$ cat src/rtl/bscd_pkg.sv
// Shared types, constants and the CRC byte update for the byte-stuffed CRC deframer.
`timescale 1ns / 1ps
`default_nettype none

package bscd_pkg;

  localparam int COUNT_BITS = 16;
  localparam int CAP_BITS   = 16;

  localparam logic [7:0]  FLAG_BYTE    = 8'h7E;
  localparam logic [7:0]  ESC_BYTE     = 8'h7D;
  localparam logic [7:0]  STUFF_XOR    = 8'h20;
  localparam logic [15:0] CRC_POLY     = 16'h1021;
  localparam logic [15:0] CRC_INIT     = 16'hFFFF;
  localparam logic [15:0] CAP_RESET    = 16'd4096;

  // One received byte with its end-of-buffer mark
  typedef struct packed {
    logic [7:0] data;
    logic       last;
  } bscd_item_t;

  // One result: payload byte and/or frame status
  typedef struct packed {
    logic [7:0] out_byte;
    logic       out_valid;
    logic       frame_done;
    logic       frame_ok;
  } bscd_result_t;

  // CRC-16/CCITT-FALSE update over one byte, MSB first
  function automatic logic [15:0] crc_byte(input logic [15:0] crc, input logic [7:0] b);
    logic [15:0] c;
    c = crc ^ {b, 8'h00};
    for (int k = 0; k < 8; k++) begin
      if (c[15]) begin
        c = {c[14:0], 1'b0} ^ CRC_POLY;
      end else begin
        c = {c[14:0], 1'b0};
      end
    end
    return c;
  endfunction

endpackage

`default_nettype wire

$ cat src/rtl/bscd_ifs.sv
// Handshake interfaces for the receive byte, result and configuration channels.
`timescale 1ns / 1ps
`default_nettype none

interface bscd_rx_if;
  import bscd_pkg::*;
  logic       valid;
  logic       ready;
  logic [7:0] in_byte;
  logic       buffer_end;
  modport source (output valid, output in_byte, output buffer_end, input ready);
  modport sink (input valid, input in_byte, input buffer_end, output ready);
endinterface

interface bscd_tx_if;
  import bscd_pkg::*;
  logic       valid;
  logic       ready;
  logic [7:0] out_byte;
  logic       out_valid;
  logic       frame_done;
  logic       frame_ok;
  modport source (output valid, output out_byte, output out_valid, output frame_done,
                  output frame_ok, input ready);
  modport sink (input valid, input out_byte, input out_valid, input frame_done,
                input frame_ok, output ready);
endinterface

interface bscd_cfg_if;
  import bscd_pkg::*;
  logic                valid;
  logic                ready;
  logic [CAP_BITS-1:0] data;
  modport source (output valid, output data, input ready);
  modport sink (input valid, input data, output ready);
endinterface

`default_nettype wire

$ cat src/rtl/byte_stuffed_crc_deframer_top.sv
// Top level of the byte-stuffed CRC-16 deframer.
`timescale 1ns / 1ps
`default_nettype none

// Byte-stuffed frame receiver with CRC-16/CCITT-FALSE check (poly 0x1021, init
// 0xFFFF). Takes one received byte per transaction on rx, with buffer_end marking
// the last byte of a receive buffer. A leading 0x7E is skipped, 0x7D escapes the
// next byte (XOR 0x20), and bytes stop at the next 0x7E, at buffer end or once
// the unstuffed count reaches out_capacity. The two trailing CRC bytes are held
// back; payload bytes stream out on tx and each buffer yields one frame_done
// transaction whose frame_ok tells whether length and CRC were good. On
// frame_ok = 0 drop the payload already received for that frame. One byte is
// accepted every cycle while tx takes results; a stalled result holds the core,
// and rx stalls once the input register holds a byte as well. A byte's result
// passes the input register, then the result register loaded with the state
// update and byte-wide CRC step. Write out_capacity on cfg only while idle.
module byte_stuffed_crc_deframer_top (
  input  wire logic clk,
  input  wire logic rst,
  bscd_rx_if.sink   rx,
  bscd_tx_if.source tx,
  bscd_cfg_if.sink  cfg
);
  import bscd_pkg::*;

  logic [CAP_BITS-1:0] out_capacity;
  bscd_item_t          item;
  logic                item_valid;
  logic                item_take;

  // Capacity register
  assign cfg.ready = 1'b1;

  always_ff @(posedge clk) begin
    if (rst) begin
      out_capacity <= CAP_RESET;
    end else if (cfg.valid && cfg.ready) begin
      out_capacity <= cfg.data;
    end
  end

  bscd_in_stage u_in_stage (
    .clk        (clk),
    .rst        (rst),
    .rx         (rx),
    .item       (item),
    .item_valid (item_valid),
    .item_take  (item_take)
  );

  bscd_core u_core (
    .clk          (clk),
    .rst          (rst),
    .out_capacity (out_capacity),
    .item         (item),
    .item_valid   (item_valid),
    .item_take    (item_take),
    .tx           (tx)
  );

endmodule

`default_nettype wire

$ cat src/rtl/bscd_in_stage.sv
// Input register: captures one received byte per transaction for the deframing core.
`timescale 1ns / 1ps
`default_nettype none

module bscd_in_stage (
  input  wire logic                clk,
  input  wire logic                rst,
  bscd_rx_if.sink                  rx,
  output bscd_pkg::bscd_item_t     item,
  output logic                     item_valid,
  input  wire logic                item_take
);
  import bscd_pkg::*;

  // Accept when empty or when the held item moves on this cycle
  assign rx.ready = !item_valid || item_take;

  // Track occupancy
  always_ff @(posedge clk) begin
    if (rst) begin
      item_valid <= 1'b0;
    end else if (rx.ready) begin
      item_valid <= rx.valid;
    end
  end

  // Load payload on each transaction
  always_ff @(posedge clk) begin
    if (rx.valid && rx.ready) begin
      item.data <= rx.in_byte;
      item.last <= rx.buffer_end;
    end
  end

endmodule

`default_nettype wire

$ cat src/rtl/bscd_core.sv
// Deframing core: flag/escape handling, two-byte CRC delay, CRC check and result register.
`timescale 1ns / 1ps
`default_nettype none

module bscd_core (
  input  wire logic                    clk,
  input  wire logic                    rst,
  input  wire logic [bscd_pkg::CAP_BITS-1:0] out_capacity,
  input  wire bscd_pkg::bscd_item_t    item,
  input  wire logic                    item_valid,
  output logic                         item_take,
  bscd_tx_if.source                    tx
);
  import bscd_pkg::*;

  localparam int CMP_BITS = (COUNT_BITS > CAP_BITS) ? COUNT_BITS : CAP_BITS;

  localparam logic [1:0] PH_START = 2'd0;
  localparam logic [1:0] PH_TAKE  = 2'd1;
  localparam logic [1:0] PH_DROP  = 2'd2;

  logic [1:0]            phase, phase_next;
  logic                  esc, esc_next;
  logic [15:0]           crc, crc_next;
  logic [7:0]            hold0, hold0_next, hold1, hold1_next;
  logic [COUNT_BITS-1:0] count, count_next;

  logic                  res_valid;
  bscd_result_t          res, res_next;

  // Frame state as seen by this byte, cleared at buffer start
  logic                  esc_c;
  logic [15:0]           crc_c;
  logic [7:0]            hold0_c, hold1_c;
  logic [COUNT_BITS-1:0] count_c;

  logic                  start;
  logic                  have_data, done, ok, emit, cap_hit;
  logic [7:0]            data_b;

  // Advance when the result register is free or drains this cycle
  assign item_take = item_valid && (!res_valid || tx.ready);

  always_comb begin
    start   = (phase == PH_START);
    esc_c   = start ? 1'b0 : esc;
    crc_c   = start ? CRC_INIT : crc;
    hold0_c = start ? 8'h00 : hold0;
    hold1_c = start ? 8'h00 : hold1;
    count_c = start ? '0 : count;

    esc_next   = esc_c;
    crc_next   = crc_c;
    hold0_next = hold0_c;
    hold1_next = hold1_c;
    count_next = count_c;
    phase_next = phase;

    have_data = 1'b0;
    done      = 1'b0;
    ok        = 1'b0;
    emit      = 1'b0;
    data_b    = item.data;
    cap_hit   = (CMP_BITS'(count_c) >= CMP_BITS'(out_capacity)) || (&count_c);

    if (start && item.data == FLAG_BYTE) begin
      // Skip leading flag; a lone flag is an empty frame
      phase_next = PH_TAKE;
      done       = item.last;
    end else if (start || phase == PH_TAKE) begin
      phase_next = PH_TAKE;
      priority if (esc_c) begin
        esc_next  = 1'b0;
        data_b    = item.data ^ STUFF_XOR;
        have_data = 1'b1;
      end else if (item.data == FLAG_BYTE) begin
        // Closing flag: check length and CRC
        done = 1'b1;
        ok   = (count_c >= COUNT_BITS'(2)) && (hold0_c == crc_c[15:8]) &&
               (hold1_c == crc_c[7:0]);
      end else if (item.data == ESC_BYTE) begin
        esc_next = 1'b1;
        done     = item.last;
      end else begin
        have_data = 1'b1;
      end

      if (have_data) begin
        if (cap_hit) begin
          done = 1'b1;
        end else begin
          // Shift through the two-byte delay, fold outgoing byte into CRC
          emit       = (count_c >= COUNT_BITS'(2));
          crc_next   = emit ? crc_byte(crc_c, hold0_c) : crc_c;
          hold0_next = hold1_c;
          hold1_next = data_b;
          count_next = count_c + COUNT_BITS'(1);
          if (item.last) begin
            done = 1'b1;
            ok   = (count_next >= COUNT_BITS'(2)) && (hold0_next == crc_next[15:8]) &&
                   (hold1_next == crc_next[7:0]);
          end
        end
      end
    end

    if (done) begin
      phase_next = PH_DROP;
    end
    if (item.last) begin
      phase_next = PH_START;
    end

    res_next.out_byte   = emit ? hold0_c : 8'h00;
    res_next.out_valid  = emit;
    res_next.frame_done = done;
    res_next.frame_ok   = done && ok;
  end

  // Update frame state per transaction
  always_ff @(posedge clk) begin
    if (rst) begin
      phase <= PH_START;
      esc   <= 1'b0;
      crc   <= CRC_INIT;
      hold0 <= 8'h00;
      hold1 <= 8'h00;
      count <= '0;
    end else if (item_take) begin
      phase <= phase_next;
      esc   <= esc_next;
      crc   <= crc_next;
      hold0 <= hold0_next;
      hold1 <= hold1_next;
      count <= count_next;
    end
  end

  // Hold result until taken
  always_ff @(posedge clk) begin
    if (rst) begin
      res_valid <= 1'b0;
    end else if (item_take) begin
      res_valid <= res_next.out_valid || res_next.frame_done;
    end else if (tx.ready) begin
      res_valid <= 1'b0;
    end
  end

  always_ff @(posedge clk) begin
    if (item_take) begin
      res <= res_next;
    end
  end

  assign tx.valid      = res_valid;
  assign tx.out_byte   = res.out_byte;
  assign tx.out_valid  = res.out_valid;
  assign tx.frame_done = res.frame_done;
  assign tx.frame_ok   = res.frame_ok;

endmodule

`default_nettype wire

$ cat src/flat_wrapper.sv
// flat-port wrapper written by rule: the top's interface ports become plain ports
module byte_stuffed_crc_deframer_top_flat import bscd_pkg::*;
  (clk, rst, rx_valid, rx_in_byte, rx_buffer_end, rx_ready, tx_valid, tx_out_byte, tx_out_valid, tx_frame_done, tx_frame_ok, tx_ready, cfg_valid, cfg_data, cfg_ready);
  bscd_rx_if rx_i ();
  bscd_tx_if tx_i ();
  bscd_cfg_if cfg_i ();
  input  wire logic clk;
  input  wire logic rst;
  input wire logic [$bits(rx_i.valid)-1:0] rx_valid;
  input wire logic [$bits(rx_i.in_byte)-1:0] rx_in_byte;
  input wire logic [$bits(rx_i.buffer_end)-1:0] rx_buffer_end;
  output wire logic [$bits(rx_i.ready)-1:0] rx_ready;
  output wire logic [$bits(tx_i.valid)-1:0] tx_valid;
  output wire logic [$bits(tx_i.out_byte)-1:0] tx_out_byte;
  output wire logic [$bits(tx_i.out_valid)-1:0] tx_out_valid;
  output wire logic [$bits(tx_i.frame_done)-1:0] tx_frame_done;
  output wire logic [$bits(tx_i.frame_ok)-1:0] tx_frame_ok;
  input wire logic [$bits(tx_i.ready)-1:0] tx_ready;
  input wire logic [$bits(cfg_i.valid)-1:0] cfg_valid;
  input wire logic [$bits(cfg_i.data)-1:0] cfg_data;
  output wire logic [$bits(cfg_i.ready)-1:0] cfg_ready;
  assign rx_i.valid = rx_valid;
  assign rx_i.in_byte = rx_in_byte;
  assign rx_i.buffer_end = rx_buffer_end;
  assign rx_ready = rx_i.ready;
  assign tx_valid = tx_i.valid;
  assign tx_out_byte = tx_i.out_byte;
  assign tx_out_valid = tx_i.out_valid;
  assign tx_frame_done = tx_i.frame_done;
  assign tx_frame_ok = tx_i.frame_ok;
  assign tx_i.ready = tx_ready;
  assign cfg_i.valid = cfg_valid;
  assign cfg_i.data = cfg_data;
  assign cfg_ready = cfg_i.ready;
  byte_stuffed_crc_deframer_top u_core (.clk(clk), .rst(rst), .rx(rx_i), .tx(tx_i), .cfg(cfg_i));
endmodule
$ cat config.mk
export PLATFORM = sky130hd
export DESIGN_NAME = byte_stuffed_crc_deframer_top_flat
export DESIGN_NICKNAME = d
export VERILOG_FILES = /design/src/rtl/bscd_pkg.sv /design/src/rtl/bscd_ifs.sv /design/src/rtl/byte_stuffed_crc_deframer_top.sv /design/src/rtl/bscd_in_stage.sv /design/src/rtl/bscd_core.sv /design/src/flat_wrapper.sv
export SDC_FILE = /design/constraint.sdc
export NUM_CORES = 1
export LEC_CHECK = 0
export ABC_AREA = 1
export BUFFER_PORTS_ARGS = -buffer_cell sky130_fd_sc_hd__buf_2
export CAP_MARGIN = 20
export CORE_ASPECT_RATIO = 2
export CORE_MARGIN = 2
export CORE_UTILIZATION = 45
export CTS_CLUSTER_SIZE = 14
export DETAILED_ROUTE_END_ITERATION = 10
export SETUP_SLACK_MARGIN = 0.3
export SLEW_MARGIN = 20
export SYNTH_ARGS = -nofsm -noshare
export SYNTH_HDL_FRONTEND = slang
export SYNTH_SLANG_ARGS = --single-unit
export TNS_END_PERCENT = 20
$ cat constraint.sdc
create_clock -name clk -period 2.7 [get_ports clk]
set_input_delay 0.405 -clock clk [delete_from_list [all_inputs] [get_ports clk]]
set_output_delay 0.405 -clock clk [all_outputs]
set_load 0.1 [all_outputs]
; ---- Word level (Yosys, flattened, before mapping)
; Index checks and enable logic that the tools add are counted.
[op_classes]
bitwise_logic = 10
eq_ne = 7
mux = 100
magnitude_cmp = 3
add_sub_neg = 1
n_reduce_logical = 20
[op_table]
columns = cell, n
row1 = two-way mux 16 bit, 43
row2 = two-way mux 13 bit, 8
row3 = two-way mux 8 bit, 12
row4 = equality test 8 bit, 4
row5 = greater-or-equal comparator 16 x 2 -> 1 bit (second input constant), 2
row6 = two-way mux 1 bit, 32
row7 = inverter 3 bit, 8
row8 = adder 16 x 1 -> 16 bit (second input constant), 1
row9 = equality test 8 x 7 -> 1 bit (second input constant), 2
row10 = greater-or-equal comparator 16 bit, 1
row11 = AND reduction 16 bit, 1
row12 = XOR 16 bit, 1
row13 = logical AND 1 bit, 8
row14 = two-way mux 2 bit, 4
row15 = two-way mux 6 bit, 1
row16 = logical OR 1 bit, 5
row17 = nonzero test 4 bit, 1
row18 = equality test 2 x 1 -> 1 bit (second input constant), 1
row19 = logical NOT 1 bit, 2
row20 = logical NOT 2 bit, 1
row21 = AND reduction 2 bit, 1
row22 = nonzero test 2 bit, 1
row23 = inverter 1 bit, 1
[word_totals]
input_bits = 30
elab_cells = 156
regBits = 89
output_inout_bits = 14

; ---- Depth between registers and ports, before layout
; Gate-level depths: netlist of the first run.
[depth]
word_depth = 61
depth_mapped = 24

; ---- Cells and area by module
; Synthesis of the first run repeated with hierarchy kept, for this count alone.
[hier_totals]
hier_cells = 1016
area_unflattened_um2 = 6317.3
[by_module_without_submodules]
columns = mod, n_inst, cells_each, seq_area_each_um2, area_each_um2
row1 = bscd_core, 1, 899, 1371.3, 5320.1
row2 = byte_stuffed_crc_deframer_top, 1, 102, 320.3, 679.4
row3 = bscd_in_stage, 1, 15, 290.3, 317.8

; ---- Worst setup path before layout of the first run
; OpenSTA, ideal clock, no wires.
[synth_path]
path_type = register -> register
from = register u_core.u_core.res_valid (netlist: u_core.u_core.tx.valid)
to = register, netlist name u_core.u_in_stage.item[0]
n_path_buf = 0
setup_ps = 284
required_time_ps = 2416
arrival_ps = 2473
slack_ps = -57
stages_incl_launch_ff = 4
path_cell_list = dfxtp_1 > nand3_1 > nand2_1 > inv_1
[synth_between]
elab_chain_cells = 5
[synth_rtl]
columns = item, line_no
row1 = start: declaration, bscd_core.sv:28  ; logic res_valid;
row2 = start signal: assignment, bscd_core.sv:144  ; res_valid <= res_next.out_valid || res_next.frame_done;
row3 = logical NOT 1 bit, bscd_core.sv:42  ; assign item_take = item_valid && (!res_valid || tx.ready);
row4 = logical OR 1 bit, bscd_core.sv:42
row5 = logical AND 1 bit, bscd_core.sv:42
row6 = logical OR 1 bit, bscd_in_stage.sv:16  ; assign rx.ready = !item_valid || item_take;
row7 = net rx_ready, flat_wrapper.sv:12  ; output wire logic [$bits(rx_i.ready)-1:0] rx_ready;
row8 = logical AND 1 bit, bscd_in_stage.sv:29  ; if (rx.valid && rx.ready) begin
; The timed path passes the listed nets, and every way through them passes these cells.
; A chain may end at the register's enable or synchronous reset.

; ---- Worst setup path after layout of the first run
[layout_path]
from = register u_core.u_core.phase[0]
to = register u_core.u_core.count[10]
[layout_between]
elab_chain_cells = 8
word_cells_on_any_way = 17
[layout_rtl]
columns = item, line_no
row1 = start: declaration, bscd_core.sv:22  ; logic [1:0] phase, phase_next;
row2 = start signal: assignment, bscd_core.sv:130  ; phase <= phase_next;
row3 = logical NOT 2 bit, bscd_core.sv:45  ; start = (phase == PH_START);
row4 = two-way mux 16 bit or two-way mux 1 bit (tied branches), "bscd_core.sv:50, bscd_core.sv:46"
row5 = greater-or-equal comparator 16 bit (tied with other cells), bscd_core.sv:64  ; cap_hit = (CMP_BITS'(count_c) >= CMP_BITS'(out_capacity)) || (&count_c);
row6 = logical OR 1 bit or two-way mux 1 bit (tied branches), "bscd_core.sv:64, bscd_core.sv:70"
row7 = two-way mux 16 bit or two-way mux 1 bit (tied branches), "bscd_core.sv:89, bscd_core.sv:66"
row8 = two-way mux 16 bit, bscd_core.sv:88  ; if (have_data) begin
row9 = two-way mux 16 bit, bscd_core.sv:70  ; end else if (start || phase == PH_TAKE) begin
row10 = two-way mux 16 bit *, bscd_core.sv:66  ; if (start && item.data == FLAG_BYTE) begin
row11 = end signal: assignment, bscd_core.sv:135  ; count <= count_next;
row12 = end: declaration, bscd_core.sv:26  ; logic [COUNT_BITS-1:0] count, count_next;
; Mark *: on every way between the ends. The rest lies on a longest branch, timed or not. The select of a mux whose other input is x is not followed.

==> results of run 1 <==
[kinds of logic (layout without fill, tap and decap cells)]
logic type / count (synthesis) / after routing
xor gates and xnor gates: 5 / 5
AOI/OAI and AO/OA: 160 / 160
buffers and inverters: 168 / 279
adders and majority gates: 14 / 14
DFF: 89 / 89
and+or+nand+nor: 583 / 583
other: 1 / 2
[cells in the mapped netlist (8+ instances only)]
cell	n
nor2_1	87
nand3_1	102
inv_1	118
o21ai_0	48
nand2_1	341
clkbuf_1	12
o211ai_1	12
edfxtp_1	20
nor2_4	11
buf_2	11
buf_4	8
dfxtp_1	69
nand4_1	12
ha_1	14
a21oi_1	86
nor2_2	8
[critical path, cell delays in order, from the launching register on]
cell	delay, ns
dfxtp_2	0.34
nor2_4	0.22
buf_12	0.18
nor2_4	0.04
ha_1	0.30
a21oi_2	0.15
o21ai_2	0.09
a21oi_1	0.12
buf_4	0.13
nand3_2	0.10
buf_6	0.16
nor2_4	0.19
buf_12	0.16
nand2_2	0.04
o21ai_1	0.06
nand2_1	0.08
a21oi_2	0.14
[area by class of cell]
class	count	area share (%)
tap	189	2.93
sequential	89	24.6
clock inverter	3	0.496
multi-input combinational	763	48.0
timing repair buffer	137	14.7
inverter	126	5.96
antenna	1	0.0310
clock buffer	13	3.24
[flip-flops by register name, summed over array words and instances (netlist names)]
register	cells
u_core.u_core.tx.frame_ok	1
u_core.u_core.crc	16
u_core.u_core.tx.out_valid	1
u_core.u_core.tx.frame_done	1
u_core.u_core.hold0	8
u_core.u_core.phase	2
u_core.u_core.hold1	8
u_core.u_core.tx.out_byte	8
u_core.u_core.esc	1
u_core.u_core.count	16
u_core.u_core.tx.valid	1
u_core.u_in_stage.item_valid	1
u_core.u_in_stage.item	9
u_core.out_capacity	16
[report_power, final]
group / switching [W] / internal, W / total [W]
logic: 0.000321 / 0.000168 / 0.000489
registers: 0.0000349 / 0.00141 / 0.00144
clock network: 0.000551 / 0.000773 / 0.00132
total: 0.000907 / 0.00235 / 0.00326
[placed cells by master (no fill, tap or decap), drive strengths merged]
cell type	count
or2	1
o21bai	1
nand4	12
nand2	349
inv	123
ha	14
nand3	104
bufinv	1
nor4	2
a32oi	1
o211ai	12
clkinv	5
a21o	1
buf	133
diode	1
xor2	4
dfxtp	69
a211oi	6
nand3b	1
nor3	7
nor2	107
xnor2	1
edfxtp	20
clkbuf	17
a21oi	86
conb	1
o2111ai	1
o21ai	52
[per-layer routing]
layer  GRT usage (%)  up-vias  share of wire, %
li1                -     3503                 -
met1            27.4     3257                32
met2            59.0      248                54
met3            3.69      115               4.2
met4            26.1        0               9.7
met5               0        -                 0
[repair_timing]
item | CTS | global route
pin swaps | 21 | 21
gates cloned | 2 | 5
buffers inserted | 10 | 3
hold buffers | 0 | 0
endpoints found under the setup margin | 62 | 62
gates resized for setup | 56 | 35
[path summary, 6_finish.rpt]
check	depth (start not counted)	to	slack (ns)	start
setup / recovery	16	u_core.u_core.count[10]$_SDFFE_PP0P_	0.13	u_core.u_core.phase[0]$_SDFFE_PP0P_
hold / removal	1	u_core.u_in_stage.item[3]$_DFFE_PP_	0.22	rx_in_byte[2]
setup reg to reg	16	u_core.u_core.count[10]$_SDFFE_PP0P_	0.13	u_core.u_core.phase[0]$_SDFFE_PP0P_
hold reg to reg	2	u_core.u_core.hold0[6]$_SDFFE_PP0P_	0.46	u_core.u_core.hold0[6]$_SDFFE_PP0P_
[stage by stage]
| step | hold slack (ns) | worst slack, ns | power (W) | setup TNS [ns] | util [%] |
|---|---|---|---|---|---|
| final | 0.216 | 0.129 | 0.00326 | 0 | 58.4 |
| after global routing | 0.217 | -0.00810 | 0.00337 | -0.0116 | 58.4 |
| after CTS | 0.214 | 0.169 | 0.00325 | 0 | 56.4 |
| after detailed placement | 0.455 | 0.0472 | 0.00189 | 0 | 51.8 |
| after global placement | 0.451 | 0.0841 | 0.00189 | 0 | 51.8 |
| after floorplan | 0.435 | 0.309 | 0.00175 | 0 | - |
==> metrics.csv, run 1 <==
stage,metric,value,unit
outcome,status,finished clean,
timing,RSZ-0062 raised after global routing,yes,
critical_path,worst-path fanout max,6,
placed_design,RD Place Congestion,0.938,
logic_synthesis,synth unique cells,39,
power,pwr dens,404,nW/um2
floorplan,die area,15100,um2
logic_synthesis,number of synthesized flops with an enable pin,20,
drt,wire per inst,17.7,um
clocking,Worst-path clk slew,0.07,ns
logic_synthesis,XOR/XNOR Fraction of Synth Area,0.691,%
power,leakage power,3.66,nW
clocking,clk_lat worst skew,0.36,ns
floorplan,# IOs,44,
cells_and_area,fin area,8070,um2
critical_path,Critical Path Sink Type,flip-flop,
floorplan,width of the chip,87.9,um
clocking,clock sink count,89,
cells_and_area,FF/Latch Area,1990,um2
logic_synthesis,Synth Area in Adders,2.77,%
clocking,clock buffer depth,2,
logic_synthesis,"Seq/Total Area, Yosys",31.3,%
job,max_cap viols,0,
drt,DRC,0,
floorplan,core area,13800,um2
drt,DR vias/cell,5.39,
cells_and_area,Post-Layout Cell Count,1321,
cells_and_area,share of layout cells above drive strength 1,21.2,%
cells_and_area,layout filler cell count,1392,
global_routing,GRT overflow,0,
clocking,TritonCTS clock tree,done,
min_path,worst hold path type,in2reg,
logic_synthesis,Synth area leader,dfxtp_1,
floorplan,Die Ht,172,um
logic_synthesis,Area contributors post-synth,"dfxtp_1 22%, nand2_1 20%, edfxtp_1 9.5%",
logic_synthesis,Synth Area in Simple Gates,39.9,%
floorplan,Initial Util,45.8,%
logic_synthesis,Synth Warn #,0,
critical_path,crit path DAT,2.86,ns
global_routing,initial antenna violation count,0,
logic_synthesis,Syn Nets,1064,
global_routing,GRT Util Overall,31.0,%
drt,DR pass1 iterations,5,
critical_path,Worst Path Required,2.99,ns
timing,Final setup viols,0,
logic_synthesis,main combinational cell family by area after synthesis,simple AND/OR/NAND/NOR gates,
placed_design,placed cell area,7160,um2
global_routing,first-pass GRT wire length,34.7,mm
logic_synthesis,post-synth top area share,21.8,%
logic_synthesis,mapped cell area,6330,um2
drt,final wirelength,23.4,mm
logic_synthesis,Compound-Gate Fraction of Synth Area,13.6,%
global_routing,vias in the first global route,6848,
timing,min cycle time layout,2.57,ns
clocking,H-tree Lvls,3,
logic_synthesis,Synth Area per Inst,6.21,um2
cells_and_area,area of the multi-input gates,3870,um2
placed_design,Placed Cells,1284,
timing,period utilisation layout,95.2,%
logic_synthesis,Synth Flop Type,dfxtp_1,
critical_path,crit start category,flip-flop,
cells_and_area,Area Overhead vs Synth,27.3,%
logic_synthesis,Seq cells post-synth,89,
placed_design,post-DP HPWL,16.7,mm
timing,"Slew Viols, Final",0,
global_routing,largest net degree at the start of global routing,38,
timing,Worst Tran Pin Value,0.749,ns
placed_design,Buffers on Ports,42,
logic_synthesis,Mapped Cells,1020,
timing,maximum clock rate,0.389,GHz
drt,DR vias,7123,
drt,DR iter-0 viols,475,
logic_synthesis,Post-synth ARST share,0,%
timing,Max-slew headroom,49.7,%
floorplan,FP Rows,61,
timing,Final Hold Fails,0,
drt,"antenna viol nets, final",0,
logic_synthesis,mux contribution to synthesized area,0,%
critical_path,crit path kind,reg2reg,
power,Max IR drop VDD,0.332,mV
clocking,Root Buffer Master,clkbuf_16,
clocking,TritonCTS buffer count,9,
timing,Setup Skew,0.0128,ns
cells_and_area,Post-layout nets,1170,
(Power assumes the default switching activity.)
==> inputs of run 2 (changes only) <==
--- a/config.mk
+++ b/config.mk
@@ -13,6 +13,7 @@
 export CORE_UTILIZATION = 45
 export CTS_CLUSTER_SIZE = 14
 export DETAILED_ROUTE_END_ITERATION = 10
+export PLACE_DENSITY = 0.66
 export SETUP_SLACK_MARGIN = 0.3
 export SLEW_MARGIN = 20
 export SYNTH_ARGS = -nofsm -noshare
==> metrics.csv, run 2 (same netlist as run 1, synthesis figures left out) <==
stage,metric,value,unit
outcome,status,finished clean,
global_routing,GRT overflow,0,
cells_and_area,Largest regs,"u_core.out_capacity x16, u_core.u_core.count x16, u_core.u_core.crc x16",
drt,DR pass1 iterations,5,
power,pwr dens,402,nW/um2
cells_and_area,Post-layout nets,1170,
timing,period utilisation layout,98.5,%
placed_design,placed cell area,7100,um2
critical_path,crit path DAT,2.88,ns
drt,DR vias/cell,5.51,
min_path,worst hold path type,in2reg,
timing,Setup Skew,0.0107,ns
placed_design,post-DP HPWL,16.5,mm
cells_and_area,share of layout cells above drive strength 1,22.5,%
clocking,H-tree Lvls,3,
floorplan,FP Rows,61,
timing,RSZ-0062 raised after global routing,yes,
min_path,HP Start,rx_in_byte[2],
cells_and_area,# diodes,0,
cells_and_area,fin area,8180,um2
drt,"antenna viol nets, final",0,
critical_path,crit start category,flip-flop,
clocking,Hold Buf Count CTS,0,
timing,Max-slew headroom,54.0,%
global_routing,vias in the first global route,7121,
job,max_cap viols,0,
floorplan,width of the chip,87.9,um
timing,maximum clock rate,0.376,GHz
floorplan,Die Ht,172,um
drt,wire per inst,18.0,um
clocking,Worst-path clk slew,0.07,ns
floorplan,core area,13800,um2
timing,WHS,0.219,ns
placed_design,RD Place Congestion,1.04,
timing,Final Hold Fails,0,
floorplan,# IOs,44,
critical_path,Worst Path Required,2.92,ns
critical_path,worst-path fanout max,10,
global_routing,first-pass GRT wire length,35.6,mm
clocking,TritonCTS clock tree,done,
power,Max IR drop VDD,0.338,mV
critical_path,R2R Path Start,u_core.u_core.phase[1]$_SDFFE_PP0P_,
drt,final wirelength,23.8,mm
floorplan,die area,15100,um2
drt,DR vias,7279,
cells_and_area,Area Overhead vs Synth,29.2,%
timing,min cycle time layout,2.66,ns
clocking,clock buffer depth,2,
drt,DRC,0,
cells_and_area,"commonest non-fill, non-tap cell in the layout",nand2_1,
placed_design,Buffers on Ports,42,
floorplan,Initial Util,45.8,%
clocking,clk_lat worst skew,0.36,ns
timing,Final setup viols,0,
drt,DR iter-0 viols,414,
critical_path,Critical Path Sink Type,flip-flop,
clocking,TritonCTS buffer count,9,
global_routing,largest net degree at the start of global routing,51,
critical_path,flop2flop setup slack,0.04,ns
global_routing,GRT Util Overall,31.9,%
clocking,clock sink count,89,
critical_path,CP startpoint,u_core.u_core.phase[1]$_SDFFE_PP0P_,
power,leakage power,3.64,nW
clocking,Root Buffer Master,clkbuf_16,
global_routing,initial antenna violation count,0,
timing,"Slew Viols, Final",0,
cells_and_area,most frequent cells in the layout,"315 x nand2_1, 118 x inv_1, 90 x nand3_1, 80 x nor2_1, 73 x a21oi_1",
timing,setup TNS,0,ns
critical_path,crit path kind,reg2reg,
timing,Worst Tran Pin Value,0.690,ns
[run 2: changes by cell type in the layout (fill, tap and decap cells not counted), moves of 4 or more]
cell	delta
nor2_1	-4
o21ai_0	-4
nand3_4	+4
nand3_2	-5
nand2_2	+8
a21oi_2	+5
a21oi_1	-5
o21ai_1	+4
nand2_1	-9
[run 2: timing repair]
item / CTS / global route
gates resized for setup: 58 / 58
buffers inserted: 17 / 1
pin swaps: 23 / 31
cloned: 5 / 3
setup endpoints to repair: 62 / 62
[run 2: layout make-up]
cell class,count,area (um2)
repair buffers,135,1180
flip-flops and latches,89,1990
multi-input cells,765,3990
clock buffers,11,233
fillers,1316,5630
clock inverters,5,80.1
well taps,189,236
inverters,126,483
[run 2: path summary, 6_finish.rpt]
check | end | depth (start not counted)
worst max-delay path | u_core.u_core.tx.frame_ok$_DFFE_PP_ | 18
worst min-delay path | u_core.u_in_stage.item[3]$_DFFE_PP_ | 1
worst max register to register | u_core.u_core.tx.frame_ok$_DFFE_PP_ | 18
worst min register to register | u_core.out_capacity[8]$_SDFFE_PP0P_ | 2
[run 2: where the power goes]
part / internal (W) / leakage (nW) / switching (W) / total [W]
clock: 0.000810 / 0.146 / 0.000559 / 0.00137
combinational: 0.000160 / 2.73 / 0.000315 / 0.000475
sequential: 0.00141 / 0.760 / 0.0000377 / 0.00145
total: 0.00238 / 3.64 / 0.000911 / 0.00329
[run 2: critical path: stages, from the launching register on]
cell     delay (ns)
dfxtp_4        0.36
nor2_4         0.24
buf_12         0.16
buf_16         0.13
nor2_4         0.05
nor2_2         0.11
nand2_2        0.08
nor2_4         0.26
buf_6          0.16
nand2_4        0.11
nand2_2        0.13
nand2_1        0.06
nand2_1        0.06
nand2_1        0.05
nor2_1         0.11
nand2_1        0.12
a21oi_2        0.11
nand3_1        0.08
a21oi_1        0.13
[run 2: per-layer routing]
| metal | vias up | GRT usage (%) | wire, um |
|---|---|---|---|
| met1 | 3314 | 28.1 | 7250 |
| met5 | - | 0 | 0 |
| met4 | 0 | 29.4 | 2630 |
| met2 | 323 | 59.3 | 12800 |
| met3 | 152 | 4.22 | 1100 |
| li1 | 3490 | - | - |
[run 2: per-stage QoR]
step | cells | setup WS [ns] | utilization, % | power (W)
floorplan | 1020 | 0.309 | - | 0.00175
global placement | 1278 | 0.00571 | 51.4 | 0.00187
detailed placement | 1278 | -0.000271 | 51.4 | 0.00187
CTS | 1316 | 0.0992 | 57.3 | 0.00328
global route | 1320 | -0.0651 | 59.2 | 0.00339
finish | 1320 | 0.0393 | 59.2 | 0.00329
